## src/rtl/clr_pkg.sv

```systemverilog
// Shared types, widths and codes of the correlation and linear regression block.
package clr_pkg;

  localparam int SAMPLE_W   = 16;
  localparam int CNT_W      = 13;
  localparam int MAX_POINTS = 4096;
  localparam int SUM_W      = 29;
  localparam int SQ_W       = 44;
  localparam int WIDE_W     = 144;
  localparam int MPL_W      = 60;
  localparam int QUO_W      = 40;
  localparam int DIVCNT_W   = 8;
  localparam int SQRT_W     = 32;

  localparam logic [1:0] STATUS_OK       = 2'd0;
  localparam logic [1:0] STATUS_X_CONST  = 2'd1;
  localparam logic [1:0] STATUS_Y_CONST  = 2'd2;
  localparam logic [1:0] STATUS_CAPACITY = 2'd3;

  localparam logic [4:0] SH_NONE  = 5'd0;
  localparam logic [4:0] SH_ICPT  = 5'd8;
  localparam logic [4:0] SH_SLOPE = 5'd16;
  localparam logic [4:0] SH_CORR  = 5'd28;

  typedef enum logic [3:0] {
    SEL_N, SEL_SX, SEL_SY, SEL_SXX, SEL_SYY, SEL_SXY,
    SEL_DXX, SEL_DYY, SEL_DXY, SEL_T, SEL_U
  } sel_e;

  typedef enum logic [2:0] {
    OP_CLR, OP_MUL, OP_SUB, OP_DIVR, OP_DIVQ, OP_SQRT
  } op_e;

  typedef enum logic [2:0] {
    DST_T, DST_U, DST_DXX, DST_DYY, DST_DXY, DST_SLOPE, DST_ICPT, DST_CORR
  } dst_e;

  typedef struct packed {
    logic       go;
    op_e        op;
    sel_e       a_sel;
    sel_e       b_sel;
    dst_e       dst;
    logic [4:0] shamt;
  } dp_cmd_t;

  typedef struct packed {
    logic done;
    logic dxx_zero;
    logic dyy_zero;
  } dp_stat_t;

  typedef struct packed {
    logic [CNT_W-1:0]        count;
    logic signed [SUM_W-1:0] sx;
    logic signed [SUM_W-1:0] sy;
    logic [SQ_W-1:0]         sxx;
    logic [SQ_W-1:0]         syy;
    logic signed [SQ_W-1:0]  sxy;
    logic                    overflow;
  } sums_t;

endpackage

```

## src/rtl/clr_accum.sv

```systemverilog
// Running sums of one set of points, taking one point per clock cycle while accept_i is high.
module clr_accum (
  input  logic                                 clk_i,
  input  logic                                 rst_ni,
  input  logic                                 accept_i,
  input  logic signed [clr_pkg::SAMPLE_W-1:0]  x_value_i,
  input  logic signed [clr_pkg::SAMPLE_W-1:0]  y_value_i,
  input  logic                                 clear_i,
  output clr_pkg::sums_t                       sums_o
);
  import clr_pkg::*;

  logic                       full;
  logic                       take;
  logic                       vld_q;
  logic signed [SAMPLE_W-1:0] x_q, y_q;
  logic signed [2*SAMPLE_W-1:0] xx_q, yy_q, xy_q;
  logic signed [2*SAMPLE_W-1:0] xx_d, yy_d, xy_d;
  logic [CNT_W-1:0]           count_q;
  logic                       overflow_q;
  logic signed [SUM_W-1:0]    sx_q, sy_q;
  logic [SQ_W-1:0]            sxx_q, syy_q;
  logic signed [SQ_W-1:0]     sxy_q;

  assign full = (count_q == CNT_W'(MAX_POINTS));
  assign take = accept_i && !full;
  assign xx_d = x_value_i * x_value_i;
  assign yy_d = y_value_i * y_value_i;
  assign xy_d = x_value_i * y_value_i;

  // Products are registered first; the sums take them in the cycle after.
  always_ff @(posedge clk_i) begin
    if (take) begin
      x_q  <= x_value_i;
      y_q  <= y_value_i;
      xx_q <= xx_d;
      yy_q <= yy_d;
      xy_q <= xy_d;
    end
  end

  always_ff @(posedge clk_i or negedge rst_ni) begin
    if (!rst_ni) begin
      vld_q      <= 1'b0;
      count_q    <= '0;
      overflow_q <= 1'b0;
      sx_q       <= '0;
      sy_q       <= '0;
      sxx_q      <= '0;
      syy_q      <= '0;
      sxy_q      <= '0;
    end else if (clear_i) begin
      vld_q      <= 1'b0;
      count_q    <= '0;
      overflow_q <= 1'b0;
      sx_q       <= '0;
      sy_q       <= '0;
      sxx_q      <= '0;
      syy_q      <= '0;
      sxy_q      <= '0;
    end else begin
      vld_q <= take;
      if (take) begin
        count_q <= count_q + 1'b1;
      end
      if (accept_i && full) begin
        overflow_q <= 1'b1;
      end
      if (vld_q) begin
        sx_q  <= sx_q + {{(SUM_W-SAMPLE_W){x_q[SAMPLE_W-1]}}, x_q};
        sy_q  <= sy_q + {{(SUM_W-SAMPLE_W){y_q[SAMPLE_W-1]}}, y_q};
        sxx_q <= sxx_q + {{(SQ_W-2*SAMPLE_W){1'b0}}, xx_q};
        syy_q <= syy_q + {{(SQ_W-2*SAMPLE_W){1'b0}}, yy_q};
        sxy_q <= sxy_q + {{(SQ_W-2*SAMPLE_W){xy_q[2*SAMPLE_W-1]}}, xy_q};
      end
    end
  end

  assign sums_o.count    = count_q;
  assign sums_o.sx       = sx_q;
  assign sums_o.sy       = sy_q;
  assign sums_o.sxx      = sxx_q;
  assign sums_o.syy      = syy_q;
  assign sums_o.sxy      = sxy_q;
  assign sums_o.overflow = overflow_q;

endmodule

```

## config.mk

```make
export PLATFORM = sky130hd
export DESIGN_NAME = clr_accum
export DESIGN_NICKNAME = d
export VERILOG_FILES = /design/src/rtl/clr_pkg.sv /design/src/rtl/clr_accum.sv
export SDC_FILE = /design/constraint.sdc
export NUM_CORES = 2
export LEC_CHECK = 0
export ABC_AREA = 1
export BUFFER_PORTS_ARGS = -buffer_cell sky130_fd_sc_hd__buf_2
export CORE_MARGIN = 1.5
export CORE_UTILIZATION = 60
export DETAILED_ROUTE_END_ITERATION = 8
export GPL_TIMING_DRIVEN = 0
export PLACE_DENSITY = 0.86
export SLEW_MARGIN = 40
export SYNTH_ARGS = -nofsm -noshare
export SYNTH_HDL_FRONTEND = slang
export SYNTH_SLANG_ARGS = --single-unit
export TNS_END_PERCENT = 5
```

## constraint.sdc

```tcl
create_clock -name clk_i -period 5.07 [get_ports clk_i]
set_input_delay 1.014 -clock clk_i [delete_from_list [all_inputs] [get_ports clk_i]]
set_output_delay 1.014 -clock clk_i [all_outputs]
set_load 0.05 [all_outputs]
```

# After elaboration in Yosys (flattened, before gate mapping)
# Cells that the tools add are included.
# Widths: inputs -> output; s select.
dict set report totals {
  ff_bits 333
  input_bits 36
  output_inout_bits 204
  elab_cells 44
}
dict set report op_classes {
  addsub 6
  multipliers 3
  n_eq_ne 1
  mux 15
  reduce_logical 6
}
# op n
set op_table {}
lappend op_table {{$mux 44} 6}
lappend op_table {{$mux 29} 4}
lappend op_table {{$mul 16x16->32} 3}
lappend op_table {{$add 44x32->44} 2}
lappend op_table {{$add 29x29->29} 2}
lappend op_table {{$add 44x44->44} 1}
lappend op_table {{$mux 13} 2}
lappend op_table {{$add 13x1->13 const B} 1}
lappend op_table {{$eq 13x13->1 const B} 1}
lappend op_table {{$reduce_bool 2->1} 3}
lappend op_table {{$mux 1} 3}
lappend op_table {{$logic_and 1x1->1} 2}
lappend op_table {{$logic_not 1->1} 1}

# Depth between registers and ports, before layout
dict set report depth {
  word_depth 5
  ltp_mapped 27
  depth_no_buf 25
}

# Worst setup path before layout
# No wires, ideal clock.
dict set report synth_timing {
  path_kind {input to register}
  start {input port x_value_i[15] (netlist name)}
  end {register xx_q[24] (data pin)}
  setup_time_ns 0.262
  arrival_time_ns 6.256
  t_required_ns 4.808
  path_slack_ns -1.448
  cell_stages 20
  path_buffers 2
  path_cell_list {clkbuf_1 buf_1 nand2_1 inv_1 fa_1 fa_1 inv_1 fa_1 fa_1 inv_1 fa_1 inv_1 fa_1 inv_1 ha_1 a21o_1 o21bai_1 a21oi_1 o211ai_2 xor2_1}
}
dict set report synth_via {
  elab_chain_cells 1
}
# element line_no
set synth_lines {}
lappend synth_lines {{from (decl)} clr_accum.sv:6} ;# input logic signed [clr_pkg::SAMPLE_W-1:0] x_value_i,
lappend synth_lines {{$mul 16x16->32} clr_accum.sv:27} ;# assign xx_d = x_value_i * x_value_i;
lappend synth_lines {{named net xx_d[24]} clr_accum.sv:18} ;# logic signed [2*SAMPLE_W-1:0] xx_d, yy_d, xy_d;
lappend synth_lines {{to (signal assigned)} clr_accum.sv:36} ;# xx_q <= xx_d;
lappend synth_lines {{to (decl)} clr_accum.sv:17} ;# logic signed [2*SAMPLE_W-1:0] xx_q, yy_q, xy_q;
# The timed path passes the listed nets, and every way through them passes these cells.
# A chain may end at the register's enable or synchronous reset.

# Worst setup path in the final report
dict set report layout_timing {
  start {input port x_value_i[11] (netlist name)}
  end {register xx_q[30] (data pin)}
}
# Same word-level chain as after synthesis.

==> reports/results.txt <==
ANT nets after route = 0
Setup crit end kind = flop
Register area share after synthesis = 16.7%
Number of global-route vias before repair = 50200
Gr ovfl total = 0
IO Pins = 240
Htree depth = 2
Netlist cell types = 50
Hold Crit Class = primary input to asynchronous set/reset pin
GP Congestion = 1.03
Clock Tree Buf Depth = 3
Critical path startpoint = x_value_i[11]
Initial Util = 60.8%
Final Max Slew Viols = 0
Tmin final = 6.02 ns
Period Utilization, post-route = 119%
Critical path, cell by cell = buf_4, buf_8, nand2_1, inv_1, fa_2, buf_4, fa_1, inv_1, fa_1, inv_1, fa_1, fa_1, fa_2, ha_4, a21oi_2, o21bai_1, a21oi_1, o21ai_1, nor2_1, nand2_1, nand2_1, nand2_2
Synth warnings = 0
Row Count = 108
First-pass DRT Iterations = 6
Pin count of the biggest net entering global routing = 76
Port Buffers = 239
Setup repair after global routing missed its margin = yes
Share of layout cells above drive strength 1 = 13.5%
Reg-to-Reg Start = xy_q[31]$_DFFE_PP_
Area Overhead vs Synth = 14.6%
Crit. path cell count = 22
CTS Hold Bufs = 0
Antenna violations before repair = 10
Status = complete, but fails checks
Die area = 90100 sq um
Fin cells = 8661
CTS tree = done
Final nets = 8669
Clock skew = 0.0304 ns
Most common cell after layout, fill and taps aside = nand2_1
Top delay family on crit path = adder cells
Failing checks = negative setup slack
Endpoints failing setup = 69
Initial DRC count = 5448
Insertion delay to the later sink of the worst-skew pair = 0.59 ns
Clock edge transition at the registers on the reported setup and hold paths = 0.06 ns
Reg2reg path depth = 10
Final Hold Violating Endpoints = 0
Most frequent CP cell = fa_1
CTS root buf = clkbuf_16
Most frequent cells in the layout = 1984 x nand2_1, 1568 x inv_1, 699 x fa_1, 414 x nor2_1, 368 x ha_1
Achievable Freq = 166 MHz
Type of the worst setup path = primary input to flop
Placeable Area = 87200 sq um
Syn Inst Count = 7107
Max_slew headroom = 39.3%
Crit-path slowest cell = fa_2
Placement Setup Slack = -2.41 ns
#FFs+latches synth = 329
Routed wire length per instance = 21.2 um
Inserted Clock Buffers = 38
Vias per inst = 5.77
Post-Route WL = 184000 um
Worst slew pin tran = 0.911 ns
Dpl cells = 8506
Worst Setup EP = xx_q[30]$_DFFE_PP_
Residual DRC = 0
Max Cap Viol = 0
R2R Path End = sxy_q[40]$_DFFE_PN0P_
DP HPWL = 144000 um
Clock sink count = 329
Die X = 300 um
R2R Setup Slk = 2.48 ns
Critical path data required time = 5.39 ns
Via count = 49900
Worst Path Buf+Inv = 6
Worst Path Arrival = 6.34 ns
CP Launch Type = primary input
GRT Util Overall = 40.6%
Mapped Nets = 8304
FILL cells = 6942
Syn Area/Cell = 7.45 sq um
Min setup slack post-route = -0.951 ns
Synth Cell Area = 53000 sq um
DIE HEIGHT = 300 um
CP Max Fanout = 10
Global-route wire length before repair = 280000 um
Slowest cell delay on critical path = 0.66 ns
[worst min path at each step]
stage	startpoint	end	cells past startpoint
after global placement	sx_q[26]$_DFFE_PN0P_	sx_q[26]$_DFFE_PN0P_	2
final	rst_ni	sxy_q[36]$_DFFE_PN0P_	1
after detailed placement	sxx_q[28]$_DFFE_PN0P_	sxx_q[28]$_DFFE_PN0P_	2
after CTS	rst_ni	sxy_q[36]$_DFFE_PN0P_	1
after global routing	rst_ni	sxy_q[32]$_DFFE_PN0P_	1
after floorplan	overflow_q$_DFFE_PN0P_	overflow_q$_DFFE_PN0P_	1
[logic make-up after synthesis]
logic type | synth area share (%)
DFF | 16.7
xor gates and xnor gates | 2.25
and+or+nand+nor | 23.8
AOI/OAI and AO/OA | 6.69
adders and majority gates | 37.8
buffers and inverters | 12.7
[routing by layer]
metal  vias to the layer above  global-route usage [%]  wire, um  share of wire (%)
li1                      22300                       -         -                  -
met1                     23900                    53.4     69900                 38
met2                      3018                    62.7     80700                 44
met3                       733                    9.14     21000                 11
met4                         4                    22.3     12100                6.6
met5                         -                       0        32              0.017
[synthesized netlist by cell type, drive strengths merged]
cell type  instances  area [sq um]
o211ai             8          65.1
o21a               2          15.0
xor2              83           727
o21ai            189           957
fa               732         14700
o22ai              1          6.26
dfrtp            205          5130
o21bai            49           372
a31o               4          35.0
nor4               8          56.3
nor3              67           390
clkinv             4          15.0
edfxtp           124          3720
or2               13          81.3
ha               429          5370
a21o              19           143
inv             1631          6120
buf               34           158
a32o               3          30.0
a31oi              6          37.5
a21boi            11          82.6
nor2             490          1920
nand2           2078          7900
a22o              11          96.3
xnor2             53           464
nand2b             1          6.26
o31ai              8          60.1
nand4             64           400
nand3b            31           233
clkbuf           121           455
a21oi            320          1640
and3               7          43.8
nand3            301          1570
[flip-flops by register name, indices dropped and copies added (netlist names)]
name and flops:
count_q 13, y_q 16, x_q 16, overflow_q 1, sxx_q 44, xy_q 32
sxy_q 44, xx_q 30, syy_q 44, yy_q 30, sx_q 29, vld_q 1
sy_q 29
[area by class of cell]
type	instances	area, sq um	share of cell area (%)
inverter	1635	6170	10.2
timing repair buffer	332	2230	3.68
clock inverter	21	210	0.346
antenna	5	12.5	0.0206
sequential	329	8850	14.6
tap	1155	1450	2.38
clock buffer	48	1050	1.73
buffer	148	1690	2.78
multi-input combinational	4988	39100	64.3
[timing repair]
action	in CTS	in global routing
endpoints found under the setup margin	74	72
pin swaps	81	94
setup buffers	65	21
resized for setup	446	249
gates cloned	2	0
[stage by stage]
stage	TNS (ns)	area, sq um	util (%)	hold slack (ns)
final	-43.44	60700	69.7	0.283
after floorplan	-50.25	53500	-	0.465
after detailed placement	-138.97	56300	64.6	0.501
after global placement	-350.42	56100	64.4	0.490
after global routing	-52.66	60700	69.7	0.293
after CTS	-41.74	59800	68.6	0.269
Power is not shown: default switching activity piles up to over one toggle a cycle in this logic, so the estimate is an artifact.
