--- src/rtl/clr_pkg.sv ---
// Shared types, widths and codes of the correlation and linear regression block.
package clr_pkg;

  localparam int SAMPLE_W   = 16;
  localparam int CNT_W      = 13;
  localparam int MAX_POINTS = 4096;
  localparam int SUM_W      = 29;
  localparam int SQ_W       = 44;
  localparam int WIDE_W     = 144;
  localparam int MPL_W      = 60;
  localparam int QUO_W      = 40;
  localparam int DIVCNT_W   = 8;
  localparam int SQRT_W     = 32;

  localparam logic [1:0] STATUS_OK       = 2'd0;
  localparam logic [1:0] STATUS_X_CONST  = 2'd1;
  localparam logic [1:0] STATUS_Y_CONST  = 2'd2;
  localparam logic [1:0] STATUS_CAPACITY = 2'd3;

  localparam logic [4:0] SH_NONE  = 5'd0;
  localparam logic [4:0] SH_ICPT  = 5'd8;
  localparam logic [4:0] SH_SLOPE = 5'd16;
  localparam logic [4:0] SH_CORR  = 5'd28;

  typedef enum logic [3:0] {
    SEL_N, SEL_SX, SEL_SY, SEL_SXX, SEL_SYY, SEL_SXY,
    SEL_DXX, SEL_DYY, SEL_DXY, SEL_T, SEL_U
  } sel_e;

  typedef enum logic [2:0] {
    OP_CLR, OP_MUL, OP_SUB, OP_DIVR, OP_DIVQ, OP_SQRT
  } op_e;

  typedef enum logic [2:0] {
    DST_T, DST_U, DST_DXX, DST_DYY, DST_DXY, DST_SLOPE, DST_ICPT, DST_CORR
  } dst_e;

  typedef struct packed {
    logic       go;
    op_e        op;
    sel_e       a_sel;
    sel_e       b_sel;
    dst_e       dst;
    logic [4:0] shamt;
  } dp_cmd_t;

  typedef struct packed {
    logic done;
    logic dxx_zero;
    logic dyy_zero;
  } dp_stat_t;

  typedef struct packed {
    logic [CNT_W-1:0]        count;
    logic signed [SUM_W-1:0] sx;
    logic signed [SUM_W-1:0] sy;
    logic [SQ_W-1:0]         sxx;
    logic [SQ_W-1:0]         syy;
    logic signed [SQ_W-1:0]  sxy;
    logic                    overflow;
  } sums_t;

endpackage

--- src/rtl/clr_ctrl.sv ---
// Sequencer that steps the datapath through the end-of-set computation.
module clr_ctrl (
  input  logic               clk_i,
  input  logic               rst_ni,
  input  logic               accept_i,
  input  logic               last_point_i,
  input  clr_pkg::dp_stat_t  stat_i,
  output clr_pkg::dp_cmd_t   cmd_o,
  output logic               busy_o,
  output logic               result_valid_o,
  output logic               clear_o
);
  import clr_pkg::*;

  localparam logic [2:0] ST_ACC   = 3'd0;
  localparam logic [2:0] ST_FLUSH = 3'd1;
  localparam logic [2:0] ST_ISSUE = 3'd2;
  localparam logic [2:0] ST_WAIT  = 3'd3;
  localparam logic [2:0] ST_OUT   = 3'd4;

  localparam logic [4:0] PC_FIRST     = 5'd0;
  localparam logic [4:0] PC_DXY       = 5'd8;
  localparam logic [4:0] PC_ICPT_MEAN = 5'd9;
  localparam logic [4:0] PC_SLOPE     = 5'd10;
  localparam logic [4:0] PC_ICPT      = 5'd15;
  localparam logic [4:0] PC_SQRT      = 5'd19;

  logic [2:0] state_q, state_d;
  logic [4:0] pc_q, pc_d;

  function automatic dp_cmd_t mk(op_e op, sel_e a, sel_e b, dst_e d, logic [4:0] sh);
    dp_cmd_t c;
    c.go    = 1'b1;
    c.op    = op;
    c.a_sel = a;
    c.b_sel = b;
    c.dst   = d;
    c.shamt = sh;
    return c;
  endfunction

  // Program: three centred sums, slope, intercept, correlation; constant x: mean y only, constant y: no correlation.
  function automatic dp_cmd_t uop(logic [4:0] pc);
    dp_cmd_t c;
    case (pc)
      5'd0:    c = mk(OP_MUL,  SEL_SXX, SEL_N,   DST_T,     SH_NONE);
      5'd1:    c = mk(OP_MUL,  SEL_SX,  SEL_SX,  DST_U,     SH_NONE);
      5'd2:    c = mk(OP_SUB,  SEL_T,   SEL_U,   DST_DXX,   SH_NONE);
      5'd3:    c = mk(OP_MUL,  SEL_SYY, SEL_N,   DST_T,     SH_NONE);
      5'd4:    c = mk(OP_MUL,  SEL_SY,  SEL_SY,  DST_U,     SH_NONE);
      5'd5:    c = mk(OP_SUB,  SEL_T,   SEL_U,   DST_DYY,   SH_NONE);
      5'd6:    c = mk(OP_MUL,  SEL_SXY, SEL_N,   DST_T,     SH_NONE);
      5'd7:    c = mk(OP_MUL,  SEL_SX,  SEL_SY,  DST_U,     SH_NONE);
      5'd8:    c = mk(OP_SUB,  SEL_T,   SEL_U,   DST_DXY,   SH_NONE);
      5'd9:    c = mk(OP_DIVR, SEL_SY,  SEL_N,   DST_ICPT,  SH_ICPT);
      5'd10:   c = mk(OP_DIVR, SEL_DXY, SEL_DXX, DST_SLOPE, SH_SLOPE);
      5'd11:   c = mk(OP_MUL,  SEL_SY,  SEL_DXX, DST_T,     SH_NONE);
      5'd12:   c = mk(OP_MUL,  SEL_DXY, SEL_SX,  DST_U,     SH_NONE);
      5'd13:   c = mk(OP_SUB,  SEL_T,   SEL_U,   DST_T,     SH_NONE);
      5'd14:   c = mk(OP_MUL,  SEL_DXX, SEL_N,   DST_U,     SH_NONE);
      5'd15:   c = mk(OP_DIVR, SEL_T,   SEL_U,   DST_ICPT,  SH_ICPT);
      5'd16:   c = mk(OP_MUL,  SEL_DXY, SEL_DXY, DST_T,     SH_NONE);
      5'd17:   c = mk(OP_MUL,  SEL_DXX, SEL_DYY, DST_U,     SH_NONE);
      5'd18:   c = mk(OP_DIVQ, SEL_T,   SEL_U,   DST_T,     SH_CORR);
      5'd19:   c = mk(OP_SQRT, SEL_T,   SEL_U,   DST_CORR,  SH_NONE);
      default: c = mk(OP_CLR,  SEL_N,   SEL_N,   DST_T,     SH_NONE);
    endcase
    return c;
  endfunction

  always_comb begin
    state_d        = state_q;
    pc_d           = pc_q;
    cmd_o          = mk(OP_CLR, SEL_N, SEL_N, DST_T, SH_NONE);
    cmd_o.go       = 1'b0;
    result_valid_o = 1'b0;
    clear_o        = 1'b0;
    case (state_q)
      ST_ACC: begin
        if (accept_i && last_point_i) begin
          state_d = ST_FLUSH;
        end
      end
      ST_FLUSH: begin
        // The last product lands in the sums here; slope and correlation fields are zeroed.
        cmd_o   = mk(OP_CLR, SEL_N, SEL_N, DST_T, SH_NONE);
        pc_d    = PC_FIRST;
        state_d = ST_ISSUE;
      end
      ST_ISSUE: begin
        cmd_o   = uop(pc_q);
        state_d = ST_WAIT;
      end
      ST_WAIT: begin
        if (stat_i.done) begin
          state_d = ST_ISSUE;
          pc_d    = pc_q + 1'b1;
          if (pc_q == PC_DXY) begin
            pc_d = stat_i.dxx_zero ? PC_ICPT_MEAN : PC_SLOPE;
          end else if ((pc_q == PC_ICPT_MEAN) || (pc_q == PC_SQRT)) begin
            state_d = ST_OUT;
          end else if ((pc_q == PC_ICPT) && stat_i.dyy_zero) begin
            state_d = ST_OUT;
          end
        end
      end
      ST_OUT: begin
        result_valid_o = 1'b1;
        clear_o        = 1'b1;
        state_d        = ST_ACC;
      end
      default: state_d = ST_ACC;
    endcase
  end

  always_ff @(posedge clk_i or negedge rst_ni) begin
    if (!rst_ni) begin
      state_q <= ST_ACC;
      pc_q    <= PC_FIRST;
    end else begin
      state_q <= state_d;
      pc_q    <= pc_d;
    end
  end

  assign busy_o = (state_q != ST_ACC);

  a_last_starts: assert property (@(posedge clk_i) disable iff (!rst_ni)
    (accept_i && last_point_i) |=> (state_q == ST_FLUSH))
    else $error("last point did not start the final computation");
  a_out_clears: assert property (@(posedge clk_i) disable iff (!rst_ni)
    (state_q == ST_OUT) |=> (state_q == ST_ACC))
    else $error("controller did not return after the result");
  a_accept_idle: assert property (@(posedge clk_i) disable iff (!rst_ni)
    accept_i |-> (state_q == ST_ACC))
    else $error("point accepted while busy");

endmodule

--- config.mk ---
export PLATFORM = sky130hd
export DESIGN_NAME = clr_ctrl
export DESIGN_NICKNAME = d
export VERILOG_FILES = /design/src/rtl/clr_pkg.sv /design/src/rtl/clr_ctrl.sv
export SDC_FILE = /design/constraint.sdc
export NUM_CORES = 1
export LEC_CHECK = 0
export BUFFER_PORTS_ARGS = -buffer_cell sky130_fd_sc_hd__buf_4
export CAP_MARGIN = 10
export CORE_ASPECT_RATIO = 0.75
export CORE_MARGIN = 10
export CORE_UTILIZATION = 55
export CTS_CLUSTER_DIAMETER = 80
export DETAILED_ROUTE_END_ITERATION = 10
export HOLD_SLACK_MARGIN = 0.12
export PLACE_DENSITY = 0.83
export RECOVER_POWER = 50
export SLEW_MARGIN = 20
export SYNTH_ARGS = -nofsm -noshare
export SYNTH_HDL_FRONTEND = slang
export SYNTH_SLANG_ARGS = --single-unit
--- constraint.sdc ---
create_clock -name clk_i -period 5.4 [get_ports clk_i]
set_input_delay 0.81 -clock clk_i [delete_from_list [all_inputs] [get_ports clk_i]]
set_output_delay 0.81 -clock clk_i [all_outputs]
set_load 0.1 [all_outputs]
After elaboration in Yosys (flattened, before gate mapping)
Memories as Yosys holds them, arrays and structs flattened. Index checks and enable logic that the tools add are counted.

Bits in registers: 8. Bits in latches: 0. Memory bits (writable): 0. Bits in read-only memories: 544. Input port bits: 7. Output and inout bits: 23. Word-level logic and storage cells: 34. Memories: 1.

Add/sub/neg operators: 1. Multipliers: 0. Div/mod/pow operators: 0. Magnitude comparators: 0. Equal/unequal tests: 10. Shifts and indexed selects: 0. Multiplexer cells: 12. Bitwise operators: 0. Reductions and logical operators: 8.

Memories: (no name shown) (words 32, width 17, rd ports 1, clocked after Yosys merged registers in 0, write ports 0, line clr_ctrl.sv:45) `case (pc)`.

Operators by type and width (count): $pmux 20 s2 (1); $eq 5x4->1 const B (3); $mux 3 (5); $pmux 3 s4 (1); $mux 5 (2); $pmux 5 s2 (1); $eq 3x2->1 const B (2); $add 5x1->5 const B (1); $eq 5x5->1 const B (1); $ne 2x2->1 const B (2); $reduce_and 2->1 (2); $eq 3x1->1 const B (1); $eq 3x3->1 const B (1); $logic_not 3->1 (1); $reduce_bool 3->1 (1); $logic_and 1x1->1 (2); $mux 2 (1); $reduce_bool 2->1 (1); $logic_or 1x1->1 (1); $mux 1 (1).

Logic depth before layout (Yosys ltp)
Gate-level depths: netlist of run 1.

Depth after elaboration: 7. Mapped depth: 8. Gate-level depth less buffers: 7.

Least setup slack after synthesis of run 1
No wires, ideal clock.

Path kind: register to output. Start: register pc_q[1]. End: output port cmd_o[5] (netlist bit). Arrival: 3394 ps. Data required time: 4590 ps. Path slack: 1196 ps. Stages on the path, launching flop included: 7. Buffers on the path: 0. Cells stage by stage: dfrtp_1 inv_1 ha_1 nand2b_1 nor2_1 a2111oi_0 a211oi_1.

RTL lines: from (decl) (line clr_ctrl.sv:29) `logic [4:0] pc_q, pc_d;`; from (signal assigned) (line clr_ctrl.sv:122) `pc_q <= pc_d;`; to (decl) (line clr_ctrl.sv:8) `output clr_pkg::dp_cmd_t cmd_o,`.

==> metrics.md, run 1 <==
| Metric | Value |
|---|---|
| Cell count after synthesis | 150 |
| Hold Buf Count CTS | 0 |
| Setup bufs post-CTS | 0 |
| GRT Total Usage | between 10 and 15% |
| Power after layout | 0.724 mW |
| Number of global-route vias before repair | 1042 |
| Antenna violations before repair | 0 |
| CTS H-tree depth | 1 |
| Drt drc | 0 |
| PwrDens | 577 nW/um^2 |
| Cell area after technology mapping | 1100 sq um |
| Leak pwr | around 0.55 nW |
| Yosys warning total | 0 |
| Per-cell routed wire length | 16.1 um |
| Total congestion overflow | 0 |
| Crit start category | register |
| Share of final-layout standard cells stronger than drive strength 1 | 17.9% |
| Number of placed instances with taps included | 187 |
| Number of nets in the finished design | 186 |
| Final design utilization | between 60% and 70% |
| Starting Density | ~60% |
| Result of the run | complete, no violations |
| Crit path time final | about 3.2 ns |
| Setup violations, final | 0 |
| Max FO, Critical Path | 11 |
| Initial detailed-routing violation count | 130 |
| Largest delay contributor family on the critical path | compound AO/OA/AOI/OAI gates |
| Critical setup path kind | reg -> out |
| Remaining number of nets flagged by the antenna check after routing | 0 |
| First-pass GRT wire length | 5070 um |
| Worst-Skew Late Latency | around 0.26 ns |
| Final worst path period share | 58.5% |
| Overall routed net length | 3070 um |
| Total negative slack for setup checks | 0 ns |
| First drt pass iteration count | 4 |
| DPL Wire Length | between 2000 and 2500 um |
| Number of buffers created by CTS | 3 |
| Worst EP arrival | ~2.4 ns |
| CTS tree | built |
| Vias per cell | 6.27 |
| Capturing element type of the critical path | output pin |
| Timing-limited maximum frequency | 0.316 GHz |
| Series of cell instances along the critical path | inv_1 > ha_1 > nand2_1 > o21ai_0 > a2111oi_0 > a211oi_1 > buf_4 |
| Post-route non-filler standard cell count | 190 |
| Fraction of registers with async set/reset | 100% |
| Count of instances resized after the clock tree is built | 0 |
| Post-route worst setup slack | between 2 and 2.5 ns |
| Slowest CP cell | sky130_fd_sc_hd__dfrtp_1 |
| Count of vias placed by the detailed router | 1192 |
| Diodes inserted | 0 |
| Signed area change from the synthesized netlist to the final layout | 13.8% |
| Top post-synthesis cells by count | 19 x sky130_fd_sc_hd__nand2_1, 16 x sky130_fd_sc_hd__nor2_1, 12 x sky130_fd_sc_hd__o21ai_0, 9 x sky130_fd_sc_hd__ha_1, 9 x sky130_fd_sc_hd__inv_1 |
| Core area | 1820 sq um |
| Final slew viol count | 0 |
| Combined flip-flop and latch cell area | 200 sq um |
| Mapped Avg Cell Area | 7.35 sq um |
| Flip-flop and latch count after synthesis | 8 |
| Top post-synthesis cells by area | sky130_fd_sc_hd__dfrtp_1 18%, sky130_fd_sc_hd__ha_1 10%, sky130_fd_sc_hd__nand2_1 6.5% |
| Most common cell in the netlist | sky130_fd_sc_hd__nand2_1 |
| Setup repair after global routing missed its margin | no |
| Post-place setup slack | 2.55 ns |
| Die area | between 4000 and 5000 sq um |
| I/O pin cnt | 30 |
| Pin count of the biggest net entering global routing | 30 |
| Critical Path RT | 4.59 ns |
| FILL cells | approximately 160 |
| Clk sink count | 8 |
| Worst stage delay on the critical path | 0.55 ns |
| Row Count | 13 |
| Tightest slew margin relative to the limit | between 20% and 30% |
| Cell type with the highest aggregate area in the netlist | sky130_fd_sc_hd__dfrtp_1 |
| Clock tree root driver cell | sky130_fd_sc_hd__clkbuf_4 |
| Max Root-Sink Buffers | 2 |
| Number of distinct library cells after synthesis | 50 |
| Clock-pin slew on the worst setup and hold paths | 0.06 ns |
| Transition time of the tightest slew-check pin | ~1.2 ns |
| Combined buffer and inverter count along the critical path | 2 |
| Maxcap violations | 0 |
| Final clock skew | between 0.007 and 0.008 ns |
| Most common flop cell mapped by yosys | sky130_fd_sc_hd__dfrtp_1 |
| Top-area cell type share of the netlist area | 18.2% |
| Number of hold violations in the final report | 0 |
| Worst hold path class | in -> async |
| Multi-input logic area | just under 800 sq um |
| Die Height | 58.8 um |
| Worst supply voltage drop on vdd | between 0.4 and 0.5 mV |
| Horizontal extent of the die | slightly above 70 um |
| I/O Buffers | 27 |
| Register area share after synthesis | 18.2% |
| Routability congestion estimate from global placement | 0.878 |
| Number of flops mapped to enable cells by yosys | 0 |
## final timing paths
check | start | end | slack [ns] | cells past startpoint
max | pc_q[0]$_DFFE_PN0P_ | cmd_o[5] | 2.24 | 7
min | rst_ni | state_q[1]$_DFFE_PN0P_ | 0.45 | 1
max reg2reg | pc_q[4]$_DFFE_PN0P_ | state_q[1]$_DFFE_PN0P_ | 3.49 | 5
min reg2reg | state_q[2]$_DFFE_PN0P_ | state_q[0]$_DFFE_PN0P_ | 0.56 | 1
max in group asynchronous | rst_ni | state_q[2]$_DFFE_PN0P_ | 4.65 | 1
min in group clk_i | state_q[2]$_DFFE_PN0P_ | state_q[0]$_DFFE_PN0P_ | 0.56 | 1
## where the power goes
part           leakage [nW]  total (mW)  internal [mW]  switching, mW
combinational         0.428       0.561          0.128          0.433
clock                0.0138      0.0462         0.0255         0.0207
sequential            0.104       0.117         0.0743         0.0432
total                 0.546       0.724          0.228          0.497
## layout by cell type (no fill, tap or decap), types with 2 or more instances in the layout
cell	instances
sky130_fd_sc_hd__inv_1	9
sky130_fd_sc_hd__a31oi_1	4
sky130_fd_sc_hd__a211oi_1	6
sky130_fd_sc_hd__o21ai_0	13
sky130_fd_sc_hd__a21oi_1	6
sky130_fd_sc_hd__dfrtp_1	8
sky130_fd_sc_hd__nor3_2	2
sky130_fd_sc_hd__clkbuf_4	3
sky130_fd_sc_hd__o21a_1	3
sky130_fd_sc_hd__or3_1	2
sky130_fd_sc_hd__conb_1	2
sky130_fd_sc_hd__ha_1	9
sky130_fd_sc_hd__nand2_1	19
sky130_fd_sc_hd__clkbuf_1	4
sky130_fd_sc_hd__nor3_1	3
sky130_fd_sc_hd__mux2i_1	2
sky130_fd_sc_hd__buf_4	23
sky130_fd_sc_hd__nor2_1	16
sky130_fd_sc_hd__nor3b_1	3
sky130_fd_sc_hd__nor2b_1	3
## final cells by class
class | instances | share of cell area (%)
clock buffers | 3 | 1.79
multi-input cells | 121 | 62.4
inverters | 9 | 2.69
flip-flops and latches | 8 | 16.0
repair buffers | 27 | 15.0
well taps | 22 | 2.19
## registers in the layout, summed over array words and instances (netlist names)
name     cells
pc_q         5
state_q      3
## metal layers
metal | vias up | global-route usage [%] | wire length, um
met2 | 78 | 22.1 | 1370
met5 | - | 0 | 0
met3 | 6 | 4.02 | 310
met4 | 0 | 3.31 | 30
li1 | 567 | - | -
met1 | 541 | 19.3 | 1350
## through the flow
stage / instance area (sq um) / hold slack (ns)
4_1_cts: 1270 / 0.358
3_5_place_dp: 1250 / 0.560
3_3_place_gp: 1250 / 0.541
6_report: 1250 / 0.453
2_1_floorplan: 1110 / 0.497
5_1_grt: 1250 / 0.491
## logic make-up (layout without fill, tap and decap cells)
logic type,after synthesis,after routing,synth area share [%]
AO/OA/AOI/OAI,47,47,29.1
adder cells (fa/ha/maj),9,9,10.2
multiplexers,2,2,1.82
AND/OR/NAND/NOR,60,60,28.5
XOR/XNOR,1,1,0.795
other,1,2,0.340
buffers and inverters,22,39,11.1
flip-flops,8,8,18.2
Power figures use the tool's default switching activity.
==> inputs of run 2 (changes only) <==
ABC_AREA = 1   (was unset)
CORE_UTILIZATION = 47   (was 55)
PLACE_DENSITY = 0.75   (was 0.83)
clock period = 2.6 ns   (was 5.4 ns; I/O delays follow)
==> run 2 against run 1 <==
Compared with the run above:
- setup slack got worse by 2.0 ns
- area after synthesis increased by 2.0%
- routed wire length increased by 3.8%
- clock power increased by 110%
- clock skew decreased by 0.0069 ns
- die area increased by 13%
- count of clock-buffer cells in the layout unchanged
- non-clock buffer count increased by 4
- sequential power increased by 89%
==> metrics.md, run 2 <==
| Metric | Value |
|---|---|
| Core area | 2290 sq um (+26%) |
| Met2 layer wire length in the routed design | 1420 um (+3.6%) |
| Max Root-Sink Buffers | 2 (unchanged) |
| Max FO, Critical Path | 11 (unchanged) |
| Count of vias placed by the detailed router | 1213 (+1.8%) |
| Max FFs per register | 5 (unchanged) |
| Most common cell in the netlist | sky130_fd_sc_hd__nand2_1 |
| Total met3 wirelength after detailed routing | 286 um (-7.7%) |
| Yosys warning total | 0 (unchanged) |
| Number of nets in the finished design | 214 (+15%) |
| Signed area change from the synthesized netlist to the final layout | 20.9% |
| Initial detailed-routing violation count | 107 (-18%) |
| Number of buffers created by CTS | 3 (unchanged) |
| Crit path time final | 2.36 ns |
| Final slew viol count | 0 (unchanged) |
| Total congestion overflow | 0 (unchanged) |
| Overall routed net length | 3180 um (+3.8%) |
| Transition time of the tightest slew-check pin | 1.19 ns (+0.0191 ns) |
| Leak pwr | 0.718 nW (+31%) |
| GRT Total Usage | 13.2% (-1.2 points) |
| Top-area cell type share of the netlist area | 17.8% (-0.36 points) |
| Top post-synthesis cells by count | 43 x sky130_fd_sc_hd__nand2_1, 19 x sky130_fd_sc_hd__inv_1, 12 x sky130_fd_sc_hd__nor2_1, 11 x sky130_fd_sc_hd__nand3_1 |
| Number of distinct library cells after synthesis | 32 (-36%) |
| Switching power as a share of total power | 70.0% (+1.4 points) |
| Antenna violations before repair | 0 (unchanged) |
| Vias per cell | 5.27 (-16%) |
| Worst EP arrival | 1.97 ns (-0.38 ns) |
| Crit start category | register |
| I/O pin cnt | 30 (unchanged) |
| Detailed-routing wirelength on met1 | 1450 um (+7.0%) |
| Per-cell routed wire length | 13.8 um (-14%) |
| Capturing element type of the critical path | output pin |
| Result of the run | complete, no violations |
| Die area | 4770 sq um (+13%) |
| Starting Density | 49.1% (-11 points) |
| Highest-count cells in the layout ignoring fill and taps | 43 x sky130_fd_sc_hd__nand2_1, 25 x sky130_fd_sc_hd__buf_4, 17 x sky130_fd_sc_hd__inv_1 |
| Number of hold violations in the final report | 0 (unchanged) |
| Dpl cell area | 1360 sq um (+8.7%) |
| Timing-limited maximum frequency | ~0.42 GHz |
| Number of placed instances with taps included | 226 (+21%) |
| Series of cell instances along the critical path | clkbuf_1 > nor2_1 > nand3_1 > o21ai_2 > buf_4 |
| Reg-to-reg slack, setup | 0.87 ns (-2.62 ns) |
| Top post-synthesis cells by area | sky130_fd_sc_hd__dfrtp_1 18%, sky130_fd_sc_hd__nand2_1 14%, sky130_fd_sc_hd__ha_1 10% |
| Highest metal layer with signal wires | met4 |
| Internal | 0.533 mW (+130%) |
| Final clock skew | 0.00105 ns (-0.00689 ns) |
| Power after layout | 1.78 mW (+150%) |
| Worst stage delay on the critical path | 0.54 ns (about the same) |
| Critical Path RT | 2.21 ns (-2.38 ns) |
| Clk pwr share | 5.5% (-0.9 points) |
| Worst supply voltage drop on vdd | 0.606 mV (+44%) |
| Registers with the most flip-flops | pc_q x5, state_q x3 |
| Critical setup path kind | reg -> out |
| Final worst path period share | 90.9% |
| Clock tree root driver cell | sky130_fd_sc_hd__clkbuf_4 |
| Routability congestion estimate from global placement | 0.964 (+9.8%) |
| Cell area after technology mapping | 1120 sq um (+2.0%) |
| Register name with the most flops | pc_q |
| Row Count | 15 (+2) |
| Share of final-layout standard cells stronger than drive strength 1 | 31.6% (+14 points) |
| Diodes inserted | 0 (unchanged) |
| Horizontal extent of the die | 76.5 um (+6.7%) |
| Total negative slack for setup checks | 0 ns (unchanged) |
| I/O Buffers | 27 (unchanged) |
| Pin count of the biggest net entering global routing | 12 (-60%) |
| Cell type with the highest aggregate area in the netlist | sky130_fd_sc_hd__dfrtp_1 |
| Setup bufs post-CTS | 0 (unchanged) |
| Slowest CP cell | sky130_fd_sc_hd__dfrtp_1 |
| Fraction of registers with async set/reset | 100% (unchanged) |
| Worst-Skew Late Latency | 0.26 ns (about the same) |
| Share of power burned in registers | 12.4% (-3.8 points) |
| Tightest slew margin relative to the limit | 20.9% (-1.3 points) |
| Mapped Avg Cell Area | 6.70 sq um (-8.9%) |
| Register area share after synthesis | 17.8% (-0.36 points) |
| Number of flops mapped to enable cells by yosys | 0 (unchanged) |
| Worst hold path class | in -> reg |
| PwrDens | 1310 nW/um^2 (+130%) |
| Clk sink count | 8 (unchanged) |
| First-pass GRT wire length | 5360 um (+5.7%) |
| Most frequent standard cell in the layout excluding fill and tap cells | sky130_fd_sc_hd__nand2_1 |
| Most common flop cell mapped by yosys | sky130_fd_sc_hd__dfrtp_1 |
| Power dissipated by switching net loads | 1.24 mW (+150%) |
| Maxcap violations | 0 (unchanged) |
| DPL Wire Length | 2630 um (+12%) |
| Cell count after synthesis | 168 (+12%) |
| Flip-flop and latch count after synthesis | 8 (unchanged) |
| Number of global-route vias before repair | 1117 (+7.2%) |
| Drt drc | 0 (unchanged) |
| Final standard cell area without fillers | 1360 sq um (+8.4%) |
| Setup violations, final | 0 (unchanged) |
| Share of total power in combinational logic | 82.1% (+4.7 points) |
| Setup repair after global routing missed its margin | no |
| CTS H-tree depth | 1 (unchanged) |
| CTS tree | built |
| Die Height | 62.4 um (+6.1%) |
| First drt pass iteration count | 4 (unchanged) |
| Clock-pin slew on the worst setup and hold paths | 0.05 ns (about the same) |
| Post-route non-filler standard cell count | 230 (+21%) |
| Remaining number of nets flagged by the antenna check after routing | 0 (unchanged) |
==> run 2: changes by cell type in the layout (fill, tap and decap cells not counted), moves of 4 or more <==
cell / before / now
sky130_fd_sc_hd__inv_2: 0 / 6
sky130_fd_sc_hd__nand2_1: 19 / 43
sky130_fd_sc_hd__o21ai_1: 0 / 5
sky130_fd_sc_hd__o21ai_0: 13 / 6
sky130_fd_sc_hd__inv_1: 9 / 17
sky130_fd_sc_hd__a211oi_1: 6 / 0
sky130_fd_sc_hd__nor2_1: 16 / 11
sky130_fd_sc_hd__nor2_2: 0 / 4
sky130_fd_sc_hd__nand4_1: 0 / 4
sky130_fd_sc_hd__nand3_1: 1 / 12
==> run 2: kinds of logic after synthesis <==
| family | share of synthesized area [%] |
|---|---|
| AO/OA/AOI/OAI | 17.4 |
| XOR/XNOR | 0.779 |
| adder cells (fa/ha/maj) | 10.0 |
| buffers and inverters | 15.1 |
| flip-flops | 17.8 |
| other | 0.333 |
| AND/OR/NAND/NOR | 38.6 |
==> run 2: path summary, 6_finish.rpt <==
path	from	end	cells past startpoint
setup / recovery	pc_q[2]$_DFFE_PN0P_	cmd_o[4]	5
min in group asynchronous	rst_ni	pc_q[2]$_DFFE_PN0P_	2
hold / removal	last_point_i	state_q[0]$_DFFE_PN0P_	3
setup reg to reg	pc_q[2]$_DFFE_PN0P_	pc_q[0]$_DFFE_PN0P_	7
hold reg to reg	state_q[2]$_DFFE_PN0P_	state_q[0]$_DFFE_PN0P_	3
max in group asynchronous	rst_ni	pc_q[0]$_DFFE_PN0P_	2
==> run 2: area by class of cell <==
class | instances | area [sq um]
fillers | 232 | 930
multi-input cells | 128 | 774
repair buffers | 31 | 216
flip-flops and latches | 8 | 201
inverters | 26 | 103
well taps | 34 | 42.5
clock buffers | 3 | 22.5
==> run 2: power by group through the flow <==
stage | registers [mW] | clock network (mW) | logic (mW)
after floorplan | 0.202 | 0 | 1.21
after CTS | 0.217 | 0.0986 | 1.48
final | 0.221 | 0.0975 | 1.46
after global routing | 0.229 | 0.108 | 1.56
after detailed placement | 0.219 | 0 | 1.47
after global placement | 0.213 | 0 | 1.47
==> run 2: worst max-delay path, delay by kind of cell (launching register included) <==
family / cells / cell delay (ns)
buffers and inverters: 2 / 0.52
flip-flops: 1 / 0.54
AO/OA/AOI/OAI: 1 / 0.14
AND/OR/NAND/NOR: 2 / 0.51
==> run 2: timing repair <==
action                                  in CTS  in global routing
gates resized for setup                      0                  4
hold endpoints to repair                     8                  0
hold buffers                                 1                  0
endpoints found under the setup margin       0                  5
==> run 2: metrics by stage <==
| step | worst slack [ns] | util (%) | hold slack (ns) |
|---|---|---|---|
| global placement | 0.383 | 59.2 | 0.214 |
| finish | 0.238 | 59.4 | 0.415 |
| floorplan | -0.00426 | - | 0.0944 |
| CTS | 0.0754 | 60.7 | 0.415 |
| detailed placement | 0.363 | 59.2 | 0.214 |
| global route | 0.0983 | 59.4 | 0.437 |
==> run 2: metal layers <==
layer | vias up | track usage (%)
li1 | 597 | -
met1 | 556 | 18.3
met2 | 54 | 19.1
met3 | 6 | 4.45
met4 | 0 | 2.31
met5 | - | 0
==> inputs of run 3 (changes only) <==
BUFFER_PORTS_ARGS = -buffer_cell sky130_fd_sc_hd__buf_2   (was -buffer_cell sky130_fd_sc_hd__buf_4)
MAX_ROUTING_LAYER = met4   (was unset)
==> run 3 against run 2 <==
Compared with the run above:
- critical path depth rose by 1
- die area did not move
- critical path type unchanged
- setup slack got worse by 0.082 ns
- largest power group unchanged
- highest routed layer unchanged
- combinational power rose by 7%
- first-iteration DRC count rose by 38%
==> metrics.md, run 3 (synthesized netlist as in run 2, its figures left out) <==
| Metric | Value |
|---|---|
| Result of the run | complete, no violations |
| Worst-Skew Late Latency | 0.25 ns (about the same) |
| Reg-to-reg critical path endpoint | state_q[1]$_DFFE_PN0P_ |
| Die Height | 62.4 um (unchanged) |
| Series of cell instances along the critical path | nor2_4 > inv_2 > nor2_1 > nor2_1 > nor2_2 > buf_2 |
| Pin count of the biggest net entering global routing | 14 (+2) |
| Post-route worst setup slack | 0.155 ns (-0.0825 ns) |
| Max Root-Sink Buffers | 2 (unchanged) |
| Vias per cell | 5.26 (-0.25%) |
| Crit start category | register |
| Number of hold violations in the final report | 0 (unchanged) |
| Remaining number of nets flagged by the antenna check after routing | 0 (unchanged) |
| Register name with the most flops | pc_q |
| Horizontal extent of the die | 76.5 um (unchanged) |
| Slowest CP cell | sky130_fd_sc_hd__dfrtp_1 |
| I/O pin cnt | 30 (unchanged) |
| Clk pwr share | 5.0% (-0.5 points) |
| Max FFs per register | 5 (unchanged) |
| Post-place setup slack | 0.363 ns (+0.000391 ns) |
| Launch point of the worst hold path | last_point_i |
| Capturing element type of the critical path | output pin |
| Die area | 4770 sq um (unchanged) |
| Signed area change from the synthesized netlist to the final layout | 24.7% |
| Share of total power in combinational logic | 83.7% (+1.6 points) |
| Drt drc | 0 (unchanged) |
| Final design utilization | 61.3% (+1.9 points) |
| Number of nets in the finished design | 214 (unchanged) |
| Hold-critical path depth | 3 (unchanged) |
| R2r worst-path depth | 9 (+2) |
| Core area | 2290 sq um (unchanged) |
| Leak pwr | 0.721 nW (+0.43%) |
| Switching power as a share of total power | 67.9% (-2.1 points) |
| I/O Buffers | 27 (unchanged) |
| Registers with the most flip-flops | pc_q x5, state_q x3 |
| Total negative slack for setup checks | 0 ns (unchanged) |
| Routability congestion estimate from global placement | 0.988 (+2.4%) |
| Critical setup path kind | reg -> out |
| Worst supply voltage drop on vdd | 0.812 mV (+34%) |
| Reg-to-reg slack, setup | 0.69 ns (-0.18 ns) |
| Overall routed net length | 3190 um (about the same) |
| Largest delay contributor family on the critical path | simple AND/OR/NAND/NOR gates |
| Crit path from | pc_q[2]$_DFFE_PN0P_ |
| GRT Total Usage | 13.5% (+0.36 points) |
| First drt pass iteration count | 4 (unchanged) |
| Initial detailed-routing violation count | 148 (+38%) |
| Clock-pin slew on the worst setup and hold paths | 0.05 ns (about the same) |
| FILL cells | 207 (-11%) |
| Worst stage delay on the critical path | 0.58 ns (+0.04 ns) |
| Final worst path period share | 94.0% (+3.2 points) |
| Diodes inserted | 0 (unchanged) |
| Power dissipated by switching net loads | 1.26 mW (+1.8%) |
| PwrDens | 1330 nW/um^2 (+1.7%) |
| Antenna violations before repair | 0 (unchanged) |
| Worst EP arrival | 2.05 ns (+0.08 ns) |
| Max FO, Critical Path | 13 (+2) |
| Row Count | 15 (unchanged) |
| CP dominant cell by count | sky130_fd_sc_hd__nor2_1 |
| Final slew viol count | 0 (unchanged) |
| Maxcap violations | 0 (unchanged) |
| Tightest slew margin relative to the limit | 21.5% (+0.62 points) |
| Final standard cell area without fillers | 1400 sq um (+3.1%) |
| Timing-limited maximum frequency | 0.409 GHz (-3.4%) |
| DPL Wire Length | 2650 um (+0.39%) |
| Share of final-layout standard cells stronger than drive strength 1 | 31.1% (-0.51 points) |
| Internal | 0.598 mW (+12%) |
| Final clock skew | 0.00370 ns (+0.00266 ns) |
| Total congestion overflow | 0 (unchanged) |
| Number of global-route vias before repair | 1101 (-1.4%) |
| Critical Path RT | 2.21 ns (about the same) |
| Number of buffers created by CTS | 3 (unchanged) |
| First-pass GRT wire length | 5370 um (+0.13%) |
| Clk sink count | 8 (unchanged) |
| Most frequent standard cell in the layout excluding fill and tap cells | sky130_fd_sc_hd__nand2_1 |
| Count of vias placed by the detailed router | 1210 (-0.25%) |
| Setup violations, final | 0 (unchanged) |
| Endpoint of the worst hold path | state_q[0]$_DFFE_PN0P_ |
| Worst hold path class | in -> reg |
| Setup repair after global routing missed its margin | no |
| Crit path time final | 2.44 ns (+0.0825 ns) |
| CTS tree | built |
| Worst flop-to-flop path startpoint | pc_q[2]$_DFFE_PN0P_ |
| Setup bufs post-CTS | 0 (unchanged) |
| Starting Density | 49.1% (unchanged) |
| Combined buffer and inverter count along the critical path | 2 (unchanged) |
| Dpl cell area | 1390 sq um (+2.8%) |
| Clock tree root driver cell | sky130_fd_sc_hd__clkbuf_4 |
| Transition time of the tightest slew-check pin | 1.18 ns (-0.00936 ns) |
| Per-cell routed wire length | 13.9 um (about the same) |
| CTS H-tree depth | 1 (unchanged) |
| Share of power burned in registers | 11.3% (-1.1 points) |
| Highest-count cells in the layout ignoring fill and taps | 43 x sky130_fd_sc_hd__nand2_1, 19 x sky130_fd_sc_hd__inv_1, 15 x sky130_fd_sc_hd__buf_2 |
run 3: cell count changes in the layout (fill, tap and decap cells not counted), moves of 2 or more:
cell | before | now
sky130_fd_sc_hd__inv_2 | 6 | 4
sky130_fd_sc_hd__buf_2 | 0 | 15
sky130_fd_sc_hd__buf_12 | 0 | 7
sky130_fd_sc_hd__buf_4 | 25 | 3
sky130_fd_sc_hd__inv_1 | 17 | 19
run 3: worst max-delay path by stage:
stage,to,cells after the start,slack (ns)
3_3_place_gp,cmd_o[9],7,0.40
3_5_place_dp,cmd_o[9],8,0.36
6_report,cmd_o[14],6,0.16
5_1_grt,cmd_o[10],7,0.05
4_1_cts,cmd_o[9],8,0.09
2_1_floorplan,cmd_o[12],5,-0.004
run 3: worst min-delay path, delay by kind of cell:
kind | cells | cell delay (ns)
AOI/OAI and AO/OA | 2 | 0.16
buffers and inverters | 1 | 0.07
run 3: timing repair:
item / CTS / global route
endpoints found under the hold margin: 8 / 0
hold buffers: 1 / 0
setup endpoints to repair: 0 / 7
resized for setup: 0 / 3
run 3: routing by layer:
metal | vias up | part of all wire, % | routed length, um | global-route usage [%]
met2 | 64 | 45 | 1440 | 20.3
met4 | 0 | 0.13 | 4 | 0.463
met3 | 2 | 8.0 | 254 | 4.45
met5 | - | 0 | 0 | -
met1 | 542 | 47 | 1490 | 18.0
li1 | 602 | - | - | -
run 3: power by group through the flow:
stage | Clock, mW | Combinational, mW | Sequential [mW]
floorplan | 0 | 1.21 | 0.202
global placement | 0 | 1.55 | 0.206
detailed placement | 0 | 1.56 | 0.210
CTS | 0.0932 | 1.56 | 0.208
global route | 0.102 | 1.66 | 0.219
finish | 0.0929 | 1.56 | 0.211
run 3: stage by stage:
stage	hold WS [ns]	std cells	power, mW
floorplan	0.0944	169	1.41
detailed placement	0.240	226	1.77
finish	0.411	230	1.86
global placement	0.241	226	1.75
CTS	0.412	230	1.86
global route	0.436	230	1.98
run 3: final cells by class:
type	instances	area [sq um]	area share, %
multi-input combinational	128	763	54.4
sequential	8	201	14.4
timing repair buffer	31	270	19.3
clock buffer	3	22.5	1.61
inverter	26	103	7.31
tap	34	42.5	3.03
